--- config.mk ---
export PLATFORM = sky130hd
export DESIGN_NAME = spq_cell
export DESIGN_NICKNAME = d
export VERILOG_FILES = /design/src/rtl/spq_pkg.sv /design/src/rtl/spq_cell.sv
export SDC_FILE = /design/constraint.sdc
export NUM_CORES = 1
export LEC_CHECK = 0
export ABC_AREA = 1
export BUFFER_PORTS_ARGS = -buffer_cell sky130_fd_sc_hd__buf_4
export CAP_MARGIN = 25
export CORE_MARGIN = 3
export CORE_UTILIZATION = 47
export CTS_CLUSTER_DIAMETER = 120
export DETAILED_ROUTE_END_ITERATION = 8
export PLACE_DENSITY_LB_ADDON = 0.3
export SLEW_MARGIN = 15
export SYNTH_ARGS = -nofsm -noshare
export SYNTH_HDL_FRONTEND = slang
export SYNTH_SLANG_ARGS = --single-unit
--- constraint.sdc ---
create_clock -name clk -period 7.5 [get_ports clk]
set_input_delay 1.125 -clock clk [delete_from_list [all_inputs] [get_ports clk]]
set_output_delay 1.125 -clock clk [all_outputs]
set_load 0.02 [all_outputs]
--- src/rtl/spq_pkg.sv ---
// ----------------------------------------------------------------------------
// spq_pkg
// Shared types, codes and defaults for the sorted priority queue.
// ----------------------------------------------------------------------------
`default_nettype none

package spq_pkg;

    // Default number of entries held
    localparam int unsigned DEPTH_DEFAULT = 128;

    // Field widths
    localparam int unsigned VALUE_W = 32;
    localparam int unsigned PRIO_W  = 16;
    localparam int unsigned FUNC_W  = 2;
    localparam int unsigned STAT_W  = 2;
    localparam int unsigned OCC_W   = 8;

    // Operation codes
    localparam logic [FUNC_W-1:0] OP_ENQUEUE = 2'd0;
    localparam logic [FUNC_W-1:0] OP_DEQUEUE = 2'd1;
    localparam logic [FUNC_W-1:0] OP_CLEAR   = 2'd2;

    // Status codes
    localparam logic [STAT_W-1:0] ST_OK    = 2'd0;
    localparam logic [STAT_W-1:0] ST_FULL  = 2'd1;
    localparam logic [STAT_W-1:0] ST_EMPTY = 2'd2;

    // One stored entry
    typedef struct packed {
        logic signed [VALUE_W-1:0] value;
        logic signed [PRIO_W-1:0]  prio;
    } entry_t;

    // Broadcast from the controller to every cell
    typedef struct packed {
        logic   enq;        // insert new_entry this cycle
        logic   deq;        // shift every entry one place towards the head
        entry_t new_entry;
    } cell_ctrl_t;

endpackage : spq_pkg

`default_nettype wire

--- src/rtl/spq_cell.sv ---
// ----------------------------------------------------------------------------
// spq_cell
// One slot of the sorted chain: holds an entry, takes the new entry, its
// left neighbour's entry or its right neighbour's entry each cycle.
// ----------------------------------------------------------------------------
`default_nettype none

module spq_cell #(
    parameter int unsigned DEPTH = spq_pkg::DEPTH_DEFAULT,
    parameter int unsigned IDX   = 0
) (
    input  wire logic                           clk,
    input  wire spq_pkg::cell_ctrl_t            ctrl,
    input  wire logic [$clog2(DEPTH+1)-1:0]     count,
    input  wire logic                           left_ins,
    input  wire spq_pkg::entry_t                left_entry,
    input  wire spq_pkg::entry_t                right_entry,
    output      logic                           ins,
    output      spq_pkg::entry_t                entry
);
    import spq_pkg::*;

    localparam int unsigned    CW    = $clog2(DEPTH + 1);
    localparam logic [CW-1:0]  IDX_C = CW'(IDX);

    entry_t entry_reg;
    entry_t entry_next;
    logic   occupied;
    logic   greater;

    // Mark this slot as part of the insertion range: stored priority larger
    // than the new one, or the first free slot
    assign occupied = (count > IDX_C);
    assign greater  = occupied && (entry_reg.prio > ctrl.new_entry.prio);
    assign ins      = greater || (count == IDX_C);

    // Pick the next content
    always_comb
    begin
        entry_next = entry_reg;
        if (ctrl.enq)
        begin
            if (ins && left_ins)
                entry_next = left_entry;
            else if (ins)
                entry_next = ctrl.new_entry;
        end
        else if (ctrl.deq)
        begin
            entry_next = right_entry;
        end
    end

    // Hold the entry
    always_ff @(posedge clk)
    begin
        entry_reg <= entry_next;
    end

    assign entry = entry_reg;

endmodule : spq_cell

`default_nettype wire
Word-level counts from Yosys, hierarchy flattened:

Cells that the tools add are included.

* $lt $le $gt $ge: 2
* equal/unequal tests: 1
* mux-type cells: 4
* reduce and logical (&&, ||, !) cells: 6

Operators with widths (number)
* 2-to-1 mux 48 bit: 4
* greater-than comparator 16 bit: 1
* greater-than comparator 8 x 1 -> 1 bit, second input constant: 1
* zero test 8 bit: 1
* inequality test 3 x 1 -> 1 bit, second input constant: 1
* logical AND 1 bit: 2
* AND reduction 2 bit: 1
* nonzero test 2 bit: 1
* logical OR 1 bit: 1

* register bits after elaboration: 48
* logic and storage cells: 15

Logic depth before layout (Yosys ltp):

* word-level depth: 6
* gate-level depth with buffers: 21
* gate-level depth less buffers: 19

Worst setup path before layout:

Ideal clock, no wire load.

* path kind: input -> register
* start point: input ctrl[15] (netlist name)
* end point: register entry_reg, in the netlist entry[0], enable pin
* setup time: 0.482 ns
* data arrival time: 4.458 ns
* required time: 7.018 ns
* path slack: 2.560 ns
* cell stages on the path: 9
* buffers on the path: 0
* cells stage by stage: inv_1 ha_1 a21oi_1 o21ai_0 a21oi_1 nand3_1 nand2_1 nand2_1 a31oi_1

* cells in the longest elaborated chain, start to end: 6

Ends and longest elaborated chain
* start: declaration: line spq_cell.sv:13 `input wire spq_pkg::cell_ctrl_t ctrl,`
* greater-than comparator 16 bit (*): line spq_cell.sv:34 `assign greater = occupied && (entry_reg.prio > ctrl.new_entry.prio);`
* logical AND 1 bit (*): line spq_cell.sv:34
* logical OR 1 bit (*): line spq_cell.sv:35 `assign ins = greater || (count == IDX_C);`
* logical AND 1 bit: line spq_cell.sv:43 `if (ins && left_ins)`
* inequality test 3 x 1 -> 1 bit (no source line) (*)
* AND reduction 2 bit (no source line) (*)
* end signal: assignment: line spq_cell.sv:57 `entry_reg <= entry_next;`
* end: declaration: line spq_cell.sv:26 `entry_t entry_reg;`

Mark *: on every way between the ends. The rest lies on a longest branch, timed or not.
A chain may end at the register's enable or synchronous reset.

Worst setup path in the final report:

* start point: input ctrl[15] (netlist name)
* end point: output ins

* cells in the longest elaborated chain, start to end: 3

Ends and longest elaborated chain
* greater-than comparator 16 bit: line spq_cell.sv:34
* logical AND 1 bit: line spq_cell.sv:34
* logical OR 1 bit: line spq_cell.sv:35
* end: declaration: line spq_cell.sv:18 `output logic ins,`

No other way between the ends.

==> results_dict.tcl <==
set metrics [dict create \
    status "complete, no violations" \
    ant_nets 0 \
    min_path_type "in2reg" \
    ctsHoldBuffers 0 \
    finalSetupViolations 0 \
    ys_types 19 \
    cts_root_buf "clkbuf_8" \
    fp-row-count 30 \
    maxCapViolations 0 \
    path_max_fanout 29 \
    start_kind "input pin" \
    critPathKind "in2out" \
    wl_um 10200 \
    port_buffers 204 \
    placed_cells 755 \
    fmax_mhz 231 \
    fp.dieArea_sq_um 8270 \
    synth_top_area_cell "edfxtp_1" \
    worstPathArrival_ns 3.20 \
    drtIter0Drc 162 \
    core_area_sq_um 6910 \
    clock-sinks 48 \
    path_clk_slew_ns 0.10 \
    via_count 3649 \
    cts_resized 0 \
    power.leakage_uw 0.00290 \
    worstMarginPinSlew_ns 0.960 \
    htreeDepth 2 \
    power_density_nw_per_um2 192 \
    hpwl_um 7970 \
    yosys_warnings 0 \
    die_x_um 90.9 \
    largest_register_ffs 48 \
    first_global_vias 3530 \
    syn_area_sq_um 3390 \
    relSlewSlack 0.358 \
    wl_per_cell_um 13.4 \
    vdd_drop_max_mv 0.112 \
    start_util 0.491 \
    ys_ff_latch 48 \
    power_uw 968 \
    route.detailed.drc 0 \
    post-cts-setup-buffer-count 0 \
    viasPerCell 4.78 \
    clkLatencyLatePin_ns 0.30 \
    area_growth_pct 48.4 \
    instances_no_fill 763 \
    dr.pass1.iters 4 \
    fin_worst_skew_ns 0.0139 \
    crit_required_ns 6.38 \
    pin_count 205 \
    rsz0062_at_grt "no" \
    synth_nets 650 \
    synth_top_area_frac 0.425 \
    grtUsageTotal 0.238 \
    synth_cells 478 \
    tns_ns 0 \
    cts_buffers 5 \
    drive_above_1_share 0.327 \
    synthTopCellsByArea "edfxtp_1 (43%), nand2_1 (18%), nand3_1 (15%), inv_1 (11%), ha_1 (5.9%)" \
    grt_max_degree 52 \
    cts_buffer_depth 2 \
    finalWorstSetupSlack_ns 3.18 \
    globalplace.congestion 0.861 \
    grt_overflow 0 \
    cts_tree "built" \
    ys_seq_area_frac 0.425 \
    fin_crit_sh 0.577 \
    preCtsSetupSlack_ns 3.19 \
    layout.nets 838 \
    hold_violations 0 \
    antenna_found_initial 0 \
    final_max_slew_viol_count 0 \
    avgSynthCellArea_sq_um 7.09 \
    grt_pass1_wl_um 16100 \
    fp.dieH_um 90.9 \
    period_needed_ns 4.32 \
    antenna_cells 0 \
    end_kind "output pin" \
]
[metrics by stage]
step | utilization | hold WS, ns | instance area, sq um
final | 0.728 | 1.09 | 5030
after global routing | 0.728 | 1.09 | 5030
after detailed placement | 0.716 | 1.38 | 4940
after floorplan | - | 1.31 | 3390
after global placement | 0.716 | 1.34 | 4940
after CTS | 0.728 | 1.08 | 5030
[layout by cell type, fill, tap and decap left out]
master	instances
a21oi_1	6
nor2_1	6
clkbuf_8	5
nor4_1	2
clkinv_2	1
nor3_2	1
a31oi_4	1
buf_4	207
nand2_1	165
o21ai_0	1
a21o_1	1
clkinv_1	1
inv_1	103
nand3_1	99
edfxtp_1	48
nand4_1	1
nand2_2	2
ha_1	16
inv_6	1
[path summary, 6_finish.rpt]
check	start	slack (ns)	end	cells after the start
setup / recovery	ctrl[15]	3.18	ins	12
hold / removal	right_entry[9]	1.09	entry[9]	3
setup reg to reg	entry[9]	4.35	entry[29]	15
hold reg to reg	entry[15]	1.38	entry[12]	6
[power breakdown]
group | total [uW] | switching, uW | internal, uW
combinational | 432 | 255 | 177
sequential | 385 | 19.9 | 365
clock | 151 | 86.2 | 65.3
[Yosys cell counts, drive strengths merged]
library cell and instances:
a21o 1, a21oi 6, a31oi 1, buf 13
clkbuf 13, edfxtp 48, ha 16, inv 103
nand2 167, nand3 99, nand4 1, nor2 6
nor3 1, nor4 2, o21ai 1
[critical path, cell delays in order]
cell,delay [ns]
buf_4,0.08
inv_1,0.04
ha_1,0.34
nand2_1,0.14
o21ai_0,0.11
a21oi_1,0.17
nand3_1,0.09
nand2_1,0.07
nand2_1,0.10
nand2_2,0.36
buf_4,0.37
buf_4,0.20
[kinds of logic (layout without fill, tap and decap cells)]
| kind of cell | after synthesis | after routing | synth area share |
|---|---|---|---|
| adder cells (fa/ha/maj) | 16 | 16 | 0.0591 |
| buffers and inverters | 129 | 318 | 0.154 |
| AND/OR/NAND/NOR | 276 | 276 | 0.348 |
| flip-flops | 48 | 48 | 0.425 |
| AO/OA/AOI/OAI | 9 | 9 | 0.0144 |
[routing by layer]
layer	up-vias	global-route usage	share of wire
li1	1863	-	-
met4	0	0.0754	0.023
met3	20	0.0617	0.087
met1	1591	0.272	0.38
met5	-	0	0
met2	175	0.430	0.51
[cell type report]
type	instances	area, sq um
Clock buffer	5	68.8
Inverter	103	387
Multi-Input combinational cell	301	1440
Clock inverter	3	17.5
Fill cell	558	1880
Timing Repair Buffer	207	1550
Sequential cell	48	1440
Tap cell	96	120
Power figures use the tool's default switching activity.
